[config.mk]
export PLATFORM = sky130hd
export DESIGN_NAME = ordered_list_table_engine
export DESIGN_NICKNAME = d
export VERILOG_FILES = /design/src/design/olte_pkg.sv /design/src/design/olte_cell.sv /design/src/design/olte_ctrl.sv /design/src/design/ordered_list_table_engine.sv
export VERILOG_INCLUDE_DIRS = /design/src /design/src/design
export SDC_FILE = /design/constraint.sdc
export NUM_CORES = 2
export LEC_CHECK = 0
export BUFFER_PORTS_ARGS = -buffer_cell sky130_fd_sc_hd__buf_2
export CAP_MARGIN = 40
export CORE_ASPECT_RATIO = 0.75
export CORE_MARGIN = 3
export CORE_UTILIZATION = 45
export CTS_BUF_LIST = sky130_fd_sc_hd__clkbuf_16
export CTS_CLUSTER_SIZE = 25
export DETAILED_ROUTE_END_ITERATION = 7
export GPL_TIMING_DRIVEN = 0
export SLEW_MARGIN = 10
export SYNTH_ARGS = -nofsm -noshare
export SYNTH_HDL_FRONTEND = slang
export SYNTH_SLANG_ARGS = --single-unit
[constraint.sdc]
create_clock -name clock -period 6.4 [get_ports clock]
set_input_delay 0 -clock clock [delete_from_list [all_inputs] [get_ports clock]]
set_output_delay 0 -clock clock [all_outputs]
set_load 0.03 [all_outputs]
[src/design/ordered_list_table_engine_macros.svh]
// Assertion macros for the ordered list table engine.
// Included by olte_ctrl, the RTL file that carries concurrent checks; no other dependencies.
`ifndef ORDERED_LIST_TABLE_ENGINE_MACROS_SVH
`define ORDERED_LIST_TABLE_ENGINE_MACROS_SVH
`ifndef SYNTH
`define OLTE_ASSERT_IMP(label, clk, rst, ante, cons) \
   label: assert property (@(posedge clk) disable iff (rst) (ante) |-> (cons)) \
      else $error("olte: same-cycle check failed");
`define OLTE_ASSERT_NXT(label, clk, rst, ante, cons) \
   label: assert property (@(posedge clk) disable iff (rst) (ante) |=> (cons)) \
      else $error("olte: next-cycle check failed");
`else
`define OLTE_ASSERT_IMP(label, clk, rst, ante, cons)
`define OLTE_ASSERT_NXT(label, clk, rst, ante, cons)
`endif
`endif

[src/design/olte_pkg.sv]
// Shared types and codes for the ordered list table engine.
// No dependencies; used by the cell, the controller and the top level.
`default_nettype none

package olte_pkg;

   typedef enum logic [2:0] {
      OP_APPEND        = 3'd0,
      OP_POP_END       = 3'd1,
      OP_PUSH_FRONT    = 3'd2,
      OP_POP_FRONT     = 3'd3,
      OP_LOOKUP        = 3'd4,
      OP_INSERT_BEFORE = 3'd5,
      OP_REMOVE_CODE   = 3'd6,
      OP_CLEAR         = 3'd7
   } func_type;

   typedef enum logic [1:0] {
      STAT_OK        = 2'd0,
      STAT_FULL      = 2'd1,
      STAT_EMPTY     = 2'd2,
      STAT_NOT_FOUND = 2'd3
   } status_type;

   // which cell an operation singles out
   typedef enum logic [1:0] {
      SEL_MATCH = 2'd0,
      SEL_FIRST = 2'd1,
      SEL_LAST  = 2'd2,
      SEL_TAIL  = 2'd3
   } sel_mode_type;

   typedef enum logic [1:0] {
      ST_IDLE  = 2'd0,
      ST_SCAN  = 2'd1,
      ST_APPLY = 2'd2
   } state_type;

   typedef struct packed {
      logic [31:0]        weight;
      logic signed [31:0] code;
   } entry_type;

   typedef struct packed {
      sel_mode_type sel;
      logic         shift_up;
      logic         shift_down;
   } cell_ctl_type;

   typedef struct packed {
      func_type           func;
      logic signed [31:0] search_code;
      logic signed [31:0] item_code;
      logic [31:0]        item_weight;
   } req_type;

   typedef struct packed {
      status_type         status;
      logic signed [31:0] out_code;
      logic [31:0]        out_weight;
      logic [4:0]         entry_count;
      logic               is_full;
      logic               is_empty;
   } rsp_type;

endpackage

`default_nettype wire

[src/design/olte_cell.sv]
// One list cell: holds one entry and the two scan chains at its position.
// Depends on olte_pkg.
`default_nettype none

module olte_cell #(
   parameter int DEPTH    = 16,
   parameter int CELL_IDX = 0
) (
   input  wire logic                         clock,
   input  wire logic                         reset,
   input  wire olte_pkg::cell_ctl_type       ctl,
   input  wire logic [$clog2(DEPTH+1)-1:0]   count,
   input  wire logic signed [31:0]           search_code,
   input  wire olte_pkg::entry_type          item,
   input  wire olte_pkg::entry_type          left_entry,
   input  wire logic                         left_prefix,
   input  wire olte_pkg::entry_type          right_entry,
   input  wire logic                         right_hit,
   input  wire olte_pkg::entry_type          right_hit_entry,
   output olte_pkg::entry_type               entry,
   output logic                              prefix,
   output logic                              hit,
   output olte_pkg::entry_type               hit_entry
);
   import olte_pkg::*;

   localparam int CW = $clog2(DEPTH + 1);

   entry_type entry_ff, entry_in;
   entry_type hit_entry_ff, hit_entry_in;
   logic      prefix_ff, prefix_in;
   logic      hit_ff, hit_in;
   logic      valid;
   logic      sel;

   assign valid = count > CW'(CELL_IDX);

   always_comb begin
      unique case (ctl.sel)
         SEL_MATCH: sel = valid && (entry_ff.code == search_code);
         SEL_FIRST: sel = (CELL_IDX == 0);
         SEL_LAST:  sel = (count == CW'(CELL_IDX + 1));
         SEL_TAIL:  sel = (count == CW'(CELL_IDX));
         default:   sel = 1'b0;
      endcase
   end

   // forward chain marks the selected cell and all after it;
   // backward chain brings the first selected entry down to cell 0
   always_comb begin
      prefix_in    = left_prefix | sel;
      hit_in       = sel | right_hit;
      hit_entry_in = sel ? entry_ff : right_hit_entry;
      entry_in     = entry_ff;
      if (ctl.shift_up && prefix_ff) begin
         entry_in = left_prefix ? left_entry : item;
      end else if (ctl.shift_down && prefix_ff) begin
         entry_in = right_entry;
      end
   end

   always_ff @(posedge clock) begin
      if (reset) begin
         prefix_ff <= 1'b0;
         hit_ff    <= 1'b0;
      end else begin
         prefix_ff <= prefix_in;
         hit_ff    <= hit_in;
      end
   end

   always_ff @(posedge clock) begin
      entry_ff     <= entry_in;
      hit_entry_ff <= hit_entry_in;
   end

   assign entry     = entry_ff;
   assign prefix    = prefix_ff;
   assign hit       = hit_ff;
   assign hit_entry = hit_entry_ff;

endmodule

`default_nettype wire

[src/design/olte_ctrl.sv]
// Sequencer for the list: latches an item, lets the cell chains settle,
// then commits the shift and builds the result. Depends on olte_pkg and the macros.
`default_nettype none
`include "ordered_list_table_engine_macros.svh"

module olte_ctrl #(
   parameter int DEPTH = 16
) (
   input  wire logic                         clock,
   input  wire logic                         reset,
   input  wire logic                         start,
   output logic                              busy,
   input  wire olte_pkg::req_type            req_item,
   input  wire logic                         hit0,
   input  wire olte_pkg::entry_type          hit_entry0,
   output olte_pkg::cell_ctl_type            ctl,
   output logic [$clog2(DEPTH+1)-1:0]        count,
   output logic signed [31:0]                search_code,
   output olte_pkg::entry_type               item,
   output logic                              rsp_valid,
   output olte_pkg::rsp_type                 rsp_item
);
   import olte_pkg::*;

   localparam int CW = $clog2(DEPTH + 1);

   state_type      state_ff, state_in;
   req_type        req_ff, req_in;
   logic [CW-1:0]  cnt_ff, cnt_in;
   logic [CW-1:0]  scan_ff, scan_in;
   rsp_type        rsp_ff, rsp_in;
   logic           rsp_valid_ff, rsp_valid_in;

   always_ff @(posedge clock) begin
      if (reset) begin
         state_ff     <= ST_IDLE;
         cnt_ff       <= '0;
         rsp_valid_ff <= 1'b0;
      end else begin
         state_ff     <= state_in;
         cnt_ff       <= cnt_in;
         rsp_valid_ff <= rsp_valid_in;
      end
   end

   always_ff @(posedge clock) begin
      req_ff  <= req_in;
      scan_ff <= scan_in;
      rsp_ff  <= rsp_in;
   end

   always_comb begin
      logic        full_now;
      logic        empty_now;
      logic        take;
      status_type  stat;
      logic [CW-1:0] cnt_n;
      logic [31:0] cnt_wide;

      full_now     = (cnt_ff == CW'(DEPTH));
      empty_now    = (cnt_ff == '0);
      take         = 1'b0;
      stat         = STAT_OK;
      cnt_n        = cnt_ff;
      cnt_wide     = '0;

      state_in     = state_ff;
      req_in       = req_ff;
      scan_in      = scan_ff;
      cnt_in       = cnt_ff;
      rsp_in       = rsp_ff;
      rsp_valid_in = 1'b0;

      ctl.shift_up   = 1'b0;
      ctl.shift_down = 1'b0;
      unique case (req_ff.func) inside
         OP_APPEND:                               ctl.sel = SEL_TAIL;
         OP_POP_END:                              ctl.sel = SEL_LAST;
         OP_PUSH_FRONT, OP_POP_FRONT, OP_CLEAR:   ctl.sel = SEL_FIRST;
         default:                                 ctl.sel = SEL_MATCH;
      endcase

      unique case (state_ff)
         ST_IDLE: begin
            if (start) begin
               req_in   = req_item;
               scan_in  = '0;
               state_in = ST_SCAN;
            end
         end
         ST_SCAN: begin
            if (scan_ff == CW'(DEPTH - 1)) begin
               state_in = ST_APPLY;
            end else begin
               scan_in = scan_ff + 1'b1;
            end
         end
         ST_APPLY: begin
            unique case (req_ff.func) inside
               OP_APPEND, OP_PUSH_FRONT: begin
                  if (full_now) begin
                     stat = STAT_FULL;
                  end else begin
                     ctl.shift_up = 1'b1;
                     cnt_n = cnt_ff + 1'b1;
                  end
               end
               OP_POP_END: begin
                  if (empty_now) begin
                     stat = STAT_EMPTY;
                  end else begin
                     take  = 1'b1;
                     cnt_n = cnt_ff - 1'b1;
                  end
               end
               OP_POP_FRONT: begin
                  if (empty_now) begin
                     stat = STAT_EMPTY;
                  end else begin
                     take = 1'b1;
                     ctl.shift_down = 1'b1;
                     cnt_n = cnt_ff - 1'b1;
                  end
               end
               OP_LOOKUP: begin
                  if (!hit0) begin
                     stat = STAT_NOT_FOUND;
                  end else begin
                     take = 1'b1;
                  end
               end
               OP_INSERT_BEFORE: begin
                  if (full_now) begin
                     stat = STAT_FULL;
                  end else if (!hit0) begin
                     stat = STAT_NOT_FOUND;
                  end else begin
                     ctl.shift_up = 1'b1;
                     cnt_n = cnt_ff + 1'b1;
                  end
               end
               OP_REMOVE_CODE: begin
                  if (!hit0) begin
                     stat = STAT_NOT_FOUND;
                  end else begin
                     take = 1'b1;
                     ctl.shift_down = 1'b1;
                     cnt_n = cnt_ff - 1'b1;
                  end
               end
               OP_CLEAR: cnt_n = '0;
               default:  cnt_n = cnt_ff;
            endcase
            cnt_wide             = 32'(cnt_n);
            cnt_in               = cnt_n;
            rsp_in.status        = stat;
            rsp_in.out_code      = take ? hit_entry0.code : '0;
            rsp_in.out_weight    = take ? hit_entry0.weight : '0;
            rsp_in.entry_count   = cnt_wide[4:0];
            rsp_in.is_full       = (cnt_n == CW'(DEPTH));
            rsp_in.is_empty      = (cnt_n == '0);
            rsp_valid_in         = 1'b1;
            state_in             = ST_IDLE;
         end
         default: state_in = ST_IDLE;
      endcase
   end

   assign busy        = (state_ff != ST_IDLE);
   assign count       = cnt_ff;
   assign search_code = req_ff.search_code;
   assign item.code   = req_ff.item_code;
   assign item.weight = req_ff.item_weight;
   assign rsp_valid   = rsp_valid_ff;
   assign rsp_item    = rsp_ff;

   `OLTE_ASSERT_IMP(a_strobe_idle, clock, reset, rsp_valid_ff, state_ff == ST_IDLE)
   `OLTE_ASSERT_NXT(a_strobe_single, clock, reset, rsp_valid_ff, !rsp_valid_ff)
   `OLTE_ASSERT_NXT(a_accept_scan, clock, reset, start && state_ff == ST_IDLE, state_ff == ST_SCAN)
   `OLTE_ASSERT_IMP(a_count_bound, clock, reset, 1'b1, cnt_ff <= CW'(DEPTH))
   `OLTE_ASSERT_IMP(a_full_flag, clock, reset, rsp_valid_ff && rsp_ff.status == STAT_FULL, rsp_ff.is_full)

endmodule

`default_nettype wire

[src/design/ordered_list_table_engine.sv]
// Top level of the ordered list table engine: a row of list cells and its sequencer.
// Depends on olte_pkg, olte_cell and olte_ctrl.
//
// Usage:
//   Drive req_item and raise start; the item is taken at a rising edge with
//   start high and busy low. busy stays high while the operation runs.
//   Each item yields one result on rsp_item, shown for one cycle with rsp_valid.
//   Sequence: a scan state, while the match and selection chains settle
//   through the cell row, then an apply state that commits the shift; the
//   result strobe is registered from it. busy drops in the strobe cycle,
//   so a new item can be taken then, but not before the last one is done.
//   Shifts are done at once: each cell from the selected one on loads a neighbor or the item.
//   Reset (synchronous, active high) empties the list and drops busy and
//   rsp_valid; stored entries are not cleared and need no sweep.
//   The receiver cannot stall: a result is taken in its strobe cycle.
//   entry_count reports the count modulo 32.
`default_nettype none

module ordered_list_table_engine #(
   parameter int DEPTH = 16
) (
   input  wire logic              clock,
   input  wire logic              reset,
   input  wire logic              start,
   output logic                   busy,
   input  wire olte_pkg::req_type req_item,
   output logic                   rsp_valid,
   output olte_pkg::rsp_type      rsp_item
);
   import olte_pkg::*;

   localparam int CW = $clog2(DEPTH + 1);

   cell_ctl_type       ctl;
   logic [CW-1:0]      count;
   logic signed [31:0] search_code;
   entry_type          item;

   // padded chains: ent[i+1] is cell i, pre[i+1] is cell i prefix
   entry_type ent [0:DEPTH+1];
   logic      pre [0:DEPTH];
   logic      hit [0:DEPTH];
   entry_type hent [0:DEPTH];

   assign ent[0]         = '0;
   assign ent[DEPTH+1]   = '0;
   assign pre[0]         = 1'b0;
   assign hit[DEPTH]     = 1'b0;
   assign hent[DEPTH]    = '0;

   for (genvar i = 0; i < DEPTH; i++) begin : g_cell
      olte_cell #(
         .DEPTH    (DEPTH),
         .CELL_IDX (i)
      ) u_cell (
         .clock           (clock),
         .reset           (reset),
         .ctl             (ctl),
         .count           (count),
         .search_code     (search_code),
         .item            (item),
         .left_entry      (ent[i]),
         .left_prefix     (pre[i]),
         .right_entry     (ent[i+2]),
         .right_hit       (hit[i+1]),
         .right_hit_entry (hent[i+1]),
         .entry           (ent[i+1]),
         .prefix          (pre[i+1]),
         .hit             (hit[i]),
         .hit_entry       (hent[i])
      );
   end

   olte_ctrl #(
      .DEPTH (DEPTH)
   ) u_ctrl (
      .clock       (clock),
      .reset       (reset),
      .start       (start),
      .busy        (busy),
      .req_item    (req_item),
      .hit0        (hit[0]),
      .hit_entry0  (hent[0]),
      .ctl         (ctl),
      .count       (count),
      .search_code (search_code),
      .item        (item),
      .rsp_valid   (rsp_valid),
      .rsp_item    (rsp_item)
   );

endmodule

`default_nettype wire
== After elaboration in Yosys (flattened, before gate mapping) ==
Index checks and enable logic that the tools add are counted.
Word-level totals
  input port bits: 102
  logic and storage cells: 393
  output and inout port bits: 75
  register bits: 2265
Cells by class
  bitwise operators: 30
  eq/ne operators: 49
  reduce and logical (&&, ||, !) cells: 78
  order comparisons: 16
  mux-type cells: 107
  $add $sub $neg: 3
Operators with widths (number)
  $mux W64: 62
  $eq A32 B32 Y1: 16
  $pmux W1 S4: 16
  $logic_and A1 B1 Y1: 48
  $eq A5 B4 Y1 const B: 9
  $gt A5 B4 Y1 const B: 8
  $mux W5: 8
  $reduce_bool A2 Y1: 18
  $or A1 B1 Y1: 30
  $pmux W5 S5: 1
  $eq A5 B3 Y1 const B: 4
  $gt A5 B3 Y1 const B: 4
  $eq A3 B3 Y1 const B: 4
  $mux W2: 6
  $add A5 B1 Y5 const B: 2
  $eq A5 B2 Y1 const B: 2
  $eq A5 B5 Y1 const B: 2
  $gt A5 B1 Y1 const B: 2
  $gt A5 B2 Y1 const B: 2
  $logic_not A5 Y1: 2
  $pmux W5 S2: 1
  $pmux W2 S4: 1
  $mux W1: 7
  $eq A2 B2 Y1 const B: 3
  16 further kinds: 25

== Longest topological paths before layout ==
  word-level depth: 7
  mapped depth: 13
  depth with buffers taken out: 7

== Hierarchy ==
A second synthesis with hierarchy kept.
Second synthesis, totals
  cell total of the unflattened synthesis: 8786
  area total of the unflattened synthesis: 105767.7 um^2
Modules (own cells, without submodules)
  olte_cell (g_cell[0].u_cell): seq. area each 3243.1 um^2, area each 8554.5 um^2, cells each 857, instances 1
  olte_ctrl: seq. area each 5475.3 um^2, area each 7459.7 um^2, cells each 477, instances 1
  olte_cell (g_cell[2].u_cell): seq. area each 3243.1 um^2, area each 6766.5 um^2, cells each 633, instances 1
  olte_cell (g_cell[6].u_cell): seq. area each 3243.1 um^2, area each 6552.5 um^2, cells each 705, instances 1
  olte_cell (g_cell[14].u_cell): seq. area each 3243.1 um^2, area each 6048.3 um^2, cells each 468, instances 1
  olte_cell (g_cell[9].u_cell): seq. area each 3243.1 um^2, area each 5894.4 um^2, cells each 473, instances 1
  olte_cell (g_cell[10].u_cell): seq. area each 3243.1 um^2, area each 5879.4 um^2, cells each 471, instances 1
  olte_cell (g_cell[8].u_cell): seq. area each 3243.1 um^2, area each 5879.4 um^2, cells each 469, instances 1
  olte_cell (g_cell[5].u_cell): seq. area each 3243.1 um^2, area each 5878.1 um^2, cells each 472, instances 1
  olte_cell (g_cell[15].u_cell): seq. area each 3243.1 um^2, area each 5874.4 um^2, cells each 469, instances 1
  olte_cell (g_cell[3].u_cell): seq. area each 3243.1 um^2, area each 5874.4 um^2, cells each 468, instances 1
  olte_cell (g_cell[7].u_cell): seq. area each 3243.1 um^2, area each 5873.1 um^2, cells each 472, instances 1
  olte_cell (g_cell[12].u_cell): seq. area each 3243.1 um^2, area each 5871.9 um^2, cells each 471, instances 1
  olte_cell (g_cell[13].u_cell): seq. area each 3243.1 um^2, area each 5870.6 um^2, cells each 469, instances 1
  4 more rows

== Worst setup path after synthesis ==
Ideal clock, no wire load.
  kind: flip-flop to flip-flop
  start: register u_ctrl.cnt_ff[0] (netlist: u_ctrl.count[0])
  end: register g_cell[0].u_cell.entry_ff, in the netlist g_cell[0].u_cell.entry[0] (enable)
  setup time: 0.564 ns
  period minus slack after synthesis: 6.669 ns
  arrival time: 6.104 ns
  slack: -0.269 ns
  stages on the path, launching flop included: 9
  buffers on the path: 2
  cell sequence: dfxtp_1 clkbuf_1 inv_1 ha_1 and4bb_2 a21oi_1 a21oi_1 clkbuf_1 nor3_1
On the way
  longest elaborated chain between the ends: 6
  elaborated cells on any way between the ends: 11
  those cells by class: 1 x eq/ne; 6 x mux; 4 x reduce/logical
RTL lines
  from (decl): line olte_ctrl.sv:29  | logic [CW-1:0] cnt_ff, cnt_in;
  from (signal assigned): line olte_ctrl.sv:41  | cnt_ff <= cnt_in;
  $eq A5 B5 Y1 / $logic_not A5 Y1 (equally long branches): line olte_ctrl.sv:60, olte_ctrl.sv:61
  $mux W1, on equally long branches: line olte_ctrl.sv:133, olte_ctrl.sv:101, olte_ctrl.sv:117
  $pmux W1 S2: line olte_ctrl.sv:99  | unique case (req_ff.func) inside
  $mux W2 *: line olte_ctrl.sv:83  | unique case (state_ff)
  $logic_and A1 B1 Y1, on equally long branches: line olte_cell.sv:55, olte_cell.sv:57
  $reduce_bool A2 Y1 (no line) *
  to (signal assigned): line olte_cell.sv:73  | entry_ff <= entry_in;
  to (decl): line olte_cell.sv:29  | entry_type entry_ff, entry_in;
Mark *: on every way between the ends. The rest lies on a longest branch, timed or not.
A chain may end at the register's enable or synchronous reset.

== Worst setup path after layout ==
  start: register u_ctrl.cnt_ff[0] (netlist: u_ctrl.count[0])
  end: register g_cell[6].u_cell.entry_ff, in the netlist g_cell[6].u_cell.entry[19] (enable)
On the way
  longest elaborated chain between the ends: 6
  elaborated cells on any way between the ends: 11
  those cells by class: 1 x eq/ne; 6 x mux; 4 x reduce/logical
RTL lines (line)
  $eq A5 B5 Y1 / $logic_not A5 Y1 (equally long branches): olte_ctrl.sv:60, olte_ctrl.sv:61
  $mux W1, on equally long branches: olte_ctrl.sv:133, olte_ctrl.sv:101, olte_ctrl.sv:117
  $pmux W1 S2: olte_ctrl.sv:99
  $mux W2 *: olte_ctrl.sv:83
  $logic_and A1 B1 Y1, on equally long branches: olte_cell.sv:55, olte_cell.sv:57
  $reduce_bool A2 Y1 (no line) *
  to (signal assigned): olte_cell.sv:73
  to (decl): olte_cell.sv:29
Marked as above.

==> run summary <==
Number of warnings issued by yosys: 0
First-pass GRT wire length: 516000 µm
Vias in the first global route: 69282
Buffer depth of the longest clock path: 4
Grt ovf: 0
Highest clock rate: 0.196 GHz
Worst hold stages: 4
Final layout net count: 9845
Cell with the biggest individual delay on the critical path: sky130_fd_sc_hd__nor3_2
Multi-input gate area in the final layout: 41000 µm²
Worst slew margin relative to its limit: 36.7%
Global routing's busiest layer: met1
Hold/Removal Path Class: in -> reg
Type of origin of the critical path: register
Post-synthesis instance total: 8979
Pin count of the biggest net entering global routing: 65
Mapped Nets: 9092
RSZ-0062 raised after global routing: no
Number of synthesized flops with an enable pin: 1201
Commonest non-fill, non-tap cells in the layout: 1512 x sky130_fd_sc_hd__nand2_1, 1201 x sky130_fd_sc_hd__edfxtp_1, 1064 x sky130_fd_sc_hd__dfxtp_1
Sequential cell area fraction in the yosys report: 56.4%
CTS tree: done
Post-synthesis average cell area: 11.3 µm²
Commonest non-fill, non-tap cell in the layout: sky130_fd_sc_hd__nand2_1
Drc violations: 0
Tightest Pin Transition: 0.949 ns
Seq cells post-synth: 2265
Worst path cell trace: clkbuf_1, inv_1, ha_1, and4bb_2, a21oi_1, a21oi_1, buf_4, clkbuf_1, buf_8, nor3_2, buf_4, buf_4, buf_4, buf_4
Clock root buffer master: sky130_fd_sc_hd__clkbuf_16
Count of filler cells inserted in the layout: 19801
Ratio of final minimum period to clock period: 79.8%
Reg-to-Reg Start: u_ctrl.count[0]$_SDFFE_PP0P_
Met2 track demand over resource in global routing: 40.9%
ANT nets after route: 0
Overall track demand over capacity in global routing: 30.7%
Share of cells above drive strength 1: 16.1%
Height of the chip: 418 µm
Worst reg-to-reg setup slack: 1.29 ns
Post-synthesis instance area: 102000 µm²
Cell Pwr Density: 253 nW/µm²
Reg2Reg Capture Point: g_cell[6].u_cell.entry[19]$_DFFE_PP_
Count of buffers from port buffering: 175
Routed Wire Length: 367000 µm
GR Layer Usage met1: 48.5%
Detailed-routing iteration count for the pre-antenna-repair pass: 7
Most instantiated flip-flop cell in the synthesis netlist: sky130_fd_sc_hd__edfxtp_1
Number of vias per cell: 5.76
Cts repair resizes: 0
CP Max Fanout: 13
Final Hold Viols: 0
Core utilization of the finished layout: 52.4%
Clock skew: 0.0541 ns
Number of rows created at floorplan: 150
Finish-stage setup viols: 0
Status: complete, no violations
Number of different library cells in the post-synthesis netlist: 63
Worst setup path startpoint: u_ctrl.count[0]$_SDFFE_PP0P_
Synth async-reset ratio: 0%
Overall via count from detail_route: 74294
Placeable Area: 224000 µm²
Width of the die: 555 µm
Count of max-cap constraint violations: 0
Footprint of the flip-flops and latches: 57400 µm²
Half-perimeter wire length after placement: 295000 µm
Design Power: 29.6 mW
Antenna violations before repair: 8
Top Ports: 177
Worst min-delay path endpoint: u_ctrl.search_code[3]$_DFFE_PP_
FF-to-FF path depth: 14
DR iter-0 viols: 10858
Effective utilization at floorplan: 45.4%
Post-layout min period: 5.11 ns
Startpoint-to-endpoint class of the critical path: reg -> reg
Final GP Congestion: 1.03
Clock slew seen by the registers of the worst setup and hold paths: 0.07 ns
Final std cell area, no fill: 117000 µm²
Post-Place Worst Slack: 1.44 ns
Largest voltage drop on the vdd net: 213 µV
Clock latency on the worst-skew pair: 0.92 ns
Beginning of the worst hold path: start
Post-layout worst setup margin: 1.29 ns
Req. time, crit path: 6.99 ns
Clock buffer count from CTS: 229
CTS H-Tree Depth: 4
Number of clock sinks: 2265
CP most frequent cell: sky130_fd_sc_hd__buf_4
Arrival time at the worst endpoint: 5.70 ns
Average detailed-routed wire length per instance: 28.5 µm
Count of final max-slew check failures: 0
Static Leakage: 41.9 nW
Worst Setup End Kind: register
Global-route track usage on met3: 6.54%
Instance area at placement: 108000 µm²
Delay contributed by the slowest stage of the critical path: 0.58 ns
Total die area: 232000 µm²
Area growth, synth to finish: 15.3%
-- registers in the layout, summed over array words and instances (netlist names) --
register,count
u_ctrl.rsp_valid,1
g_cell.u_cell.prefix,16
g_cell.u_cell.entry,1024
u_ctrl.search_code,32
u_ctrl.req_ff,3
g_cell.u_cell.hit,16
g_cell.u_cell.hit_entry,1024
u_ctrl.state_ff,2
u_ctrl.count,5
u_ctrl.item,64
u_ctrl.rsp_item,73
u_ctrl.scan_ff,5
-- repair_timing --
item                      in CTS  in global routing
hold endpoints to repair     208                  0
buffers inserted               0                  0
hold buffers                 200                  0
-- worst max-delay path, delay by kind of cell (launching register included) --
kind	cells	cell delay, ns
compound gates	2	0.61
fa+ha+maj	1	0.30
buf+inv	9	2.49
flops	1	0.44
simple gates	2	0.90
-- through the flow --
stage	hold WS [ns]	std cells	TNS, ns
after floorplan	0.0989	8979	-172.07
after global placement	0.176	12118	-2634.78
after detailed placement	0.178	12263	0
after CTS	0.124	12884	0
after global routing	0.183	12886	0
final	0.178	12892	0
-- how the worst max path moves through the flow --
| stage | slack, ns | end | depth (start not counted) |
|---|---|---|---|
| after floorplan | -0.27 | g_cell[0].u_cell.entry[0]$_DFFE_PP_ | 8 |
| after global placement | -4.67 | g_cell[0].u_cell.entry[18]$_DFFE_PP_ | 9 |
| after detailed placement | 1.44 | g_cell[6].u_cell.entry[17]$_DFFE_PP_ | 14 |
| after CTS | 1.40 | g_cell[6].u_cell.entry[17]$_DFFE_PP_ | 14 |
| after global routing | 1.12 | g_cell[6].u_cell.entry[17]$_DFFE_PP_ | 14 |
| final | 1.29 | g_cell[6].u_cell.entry[19]$_DFFE_PP_ | 14 |
-- synth_stat cells, drive strengths merged, types with 23 or more instances --
cell type     n  area, µm²
nand2      1512       5680
edfxtp     1201      36100
dfxtp      1064      21300
o21ai       970       4850
mux2i       960       9610
mux2        705       8080
clkbuf      521       1960
xnor2       490       4290
nand4       383       2400
o211ai      266       2000
buf         254       1380
and2        130        813
nor2        102        383
a21boi       66        499
a41oi        58        508
a21oi        53        265
nor4         33        206
inv          31        116
xor2         24        210
nor3         23        120
-- report_power, final --
group	total [mW]	leakage, nW	switching [mW]	internal [mW]
Sequential	15.4	19.5	0.123	15.2
Combinational	1.48	18.7	0.953	0.529
Clock	12.8	3.68	5.81	6.99
-- layer usage --
metal	wire length, µm	vias up
met5	64	-
li1	-	33804
met1	173000	35653
met4	12800	10
met3	40000	552
met2	142000	4275
-- cell families after synthesis --
kind of cell	synth area share [%]
AO/OA/AOI/OAI	8.36
XOR/XNOR	4.42
adder cells (fa/ha/maj)	0.135
buffers and inverters	3.39
flip-flops	56.4
multiplexers	17.4
AND/OR/NAND/NOR	9.92
-- final cells by class --
| type | count | area share, % |
|---|---|---|
| inverters | 31 | 0.101 |
| clock buffers | 234 | 4.99 |
| clock inverters | 187 | 0.941 |
| flip-flops and latches | 2265 | 48.9 |
| multi-input cells | 5908 | 35.0 |
| repair buffers | 522 | 4.04 |
| plain buffers | 775 | 2.84 |
| diodes | 6 | 0.0128 |
| well taps | 2964 | 3.16 |
Power figures use the tool's default switching activity.
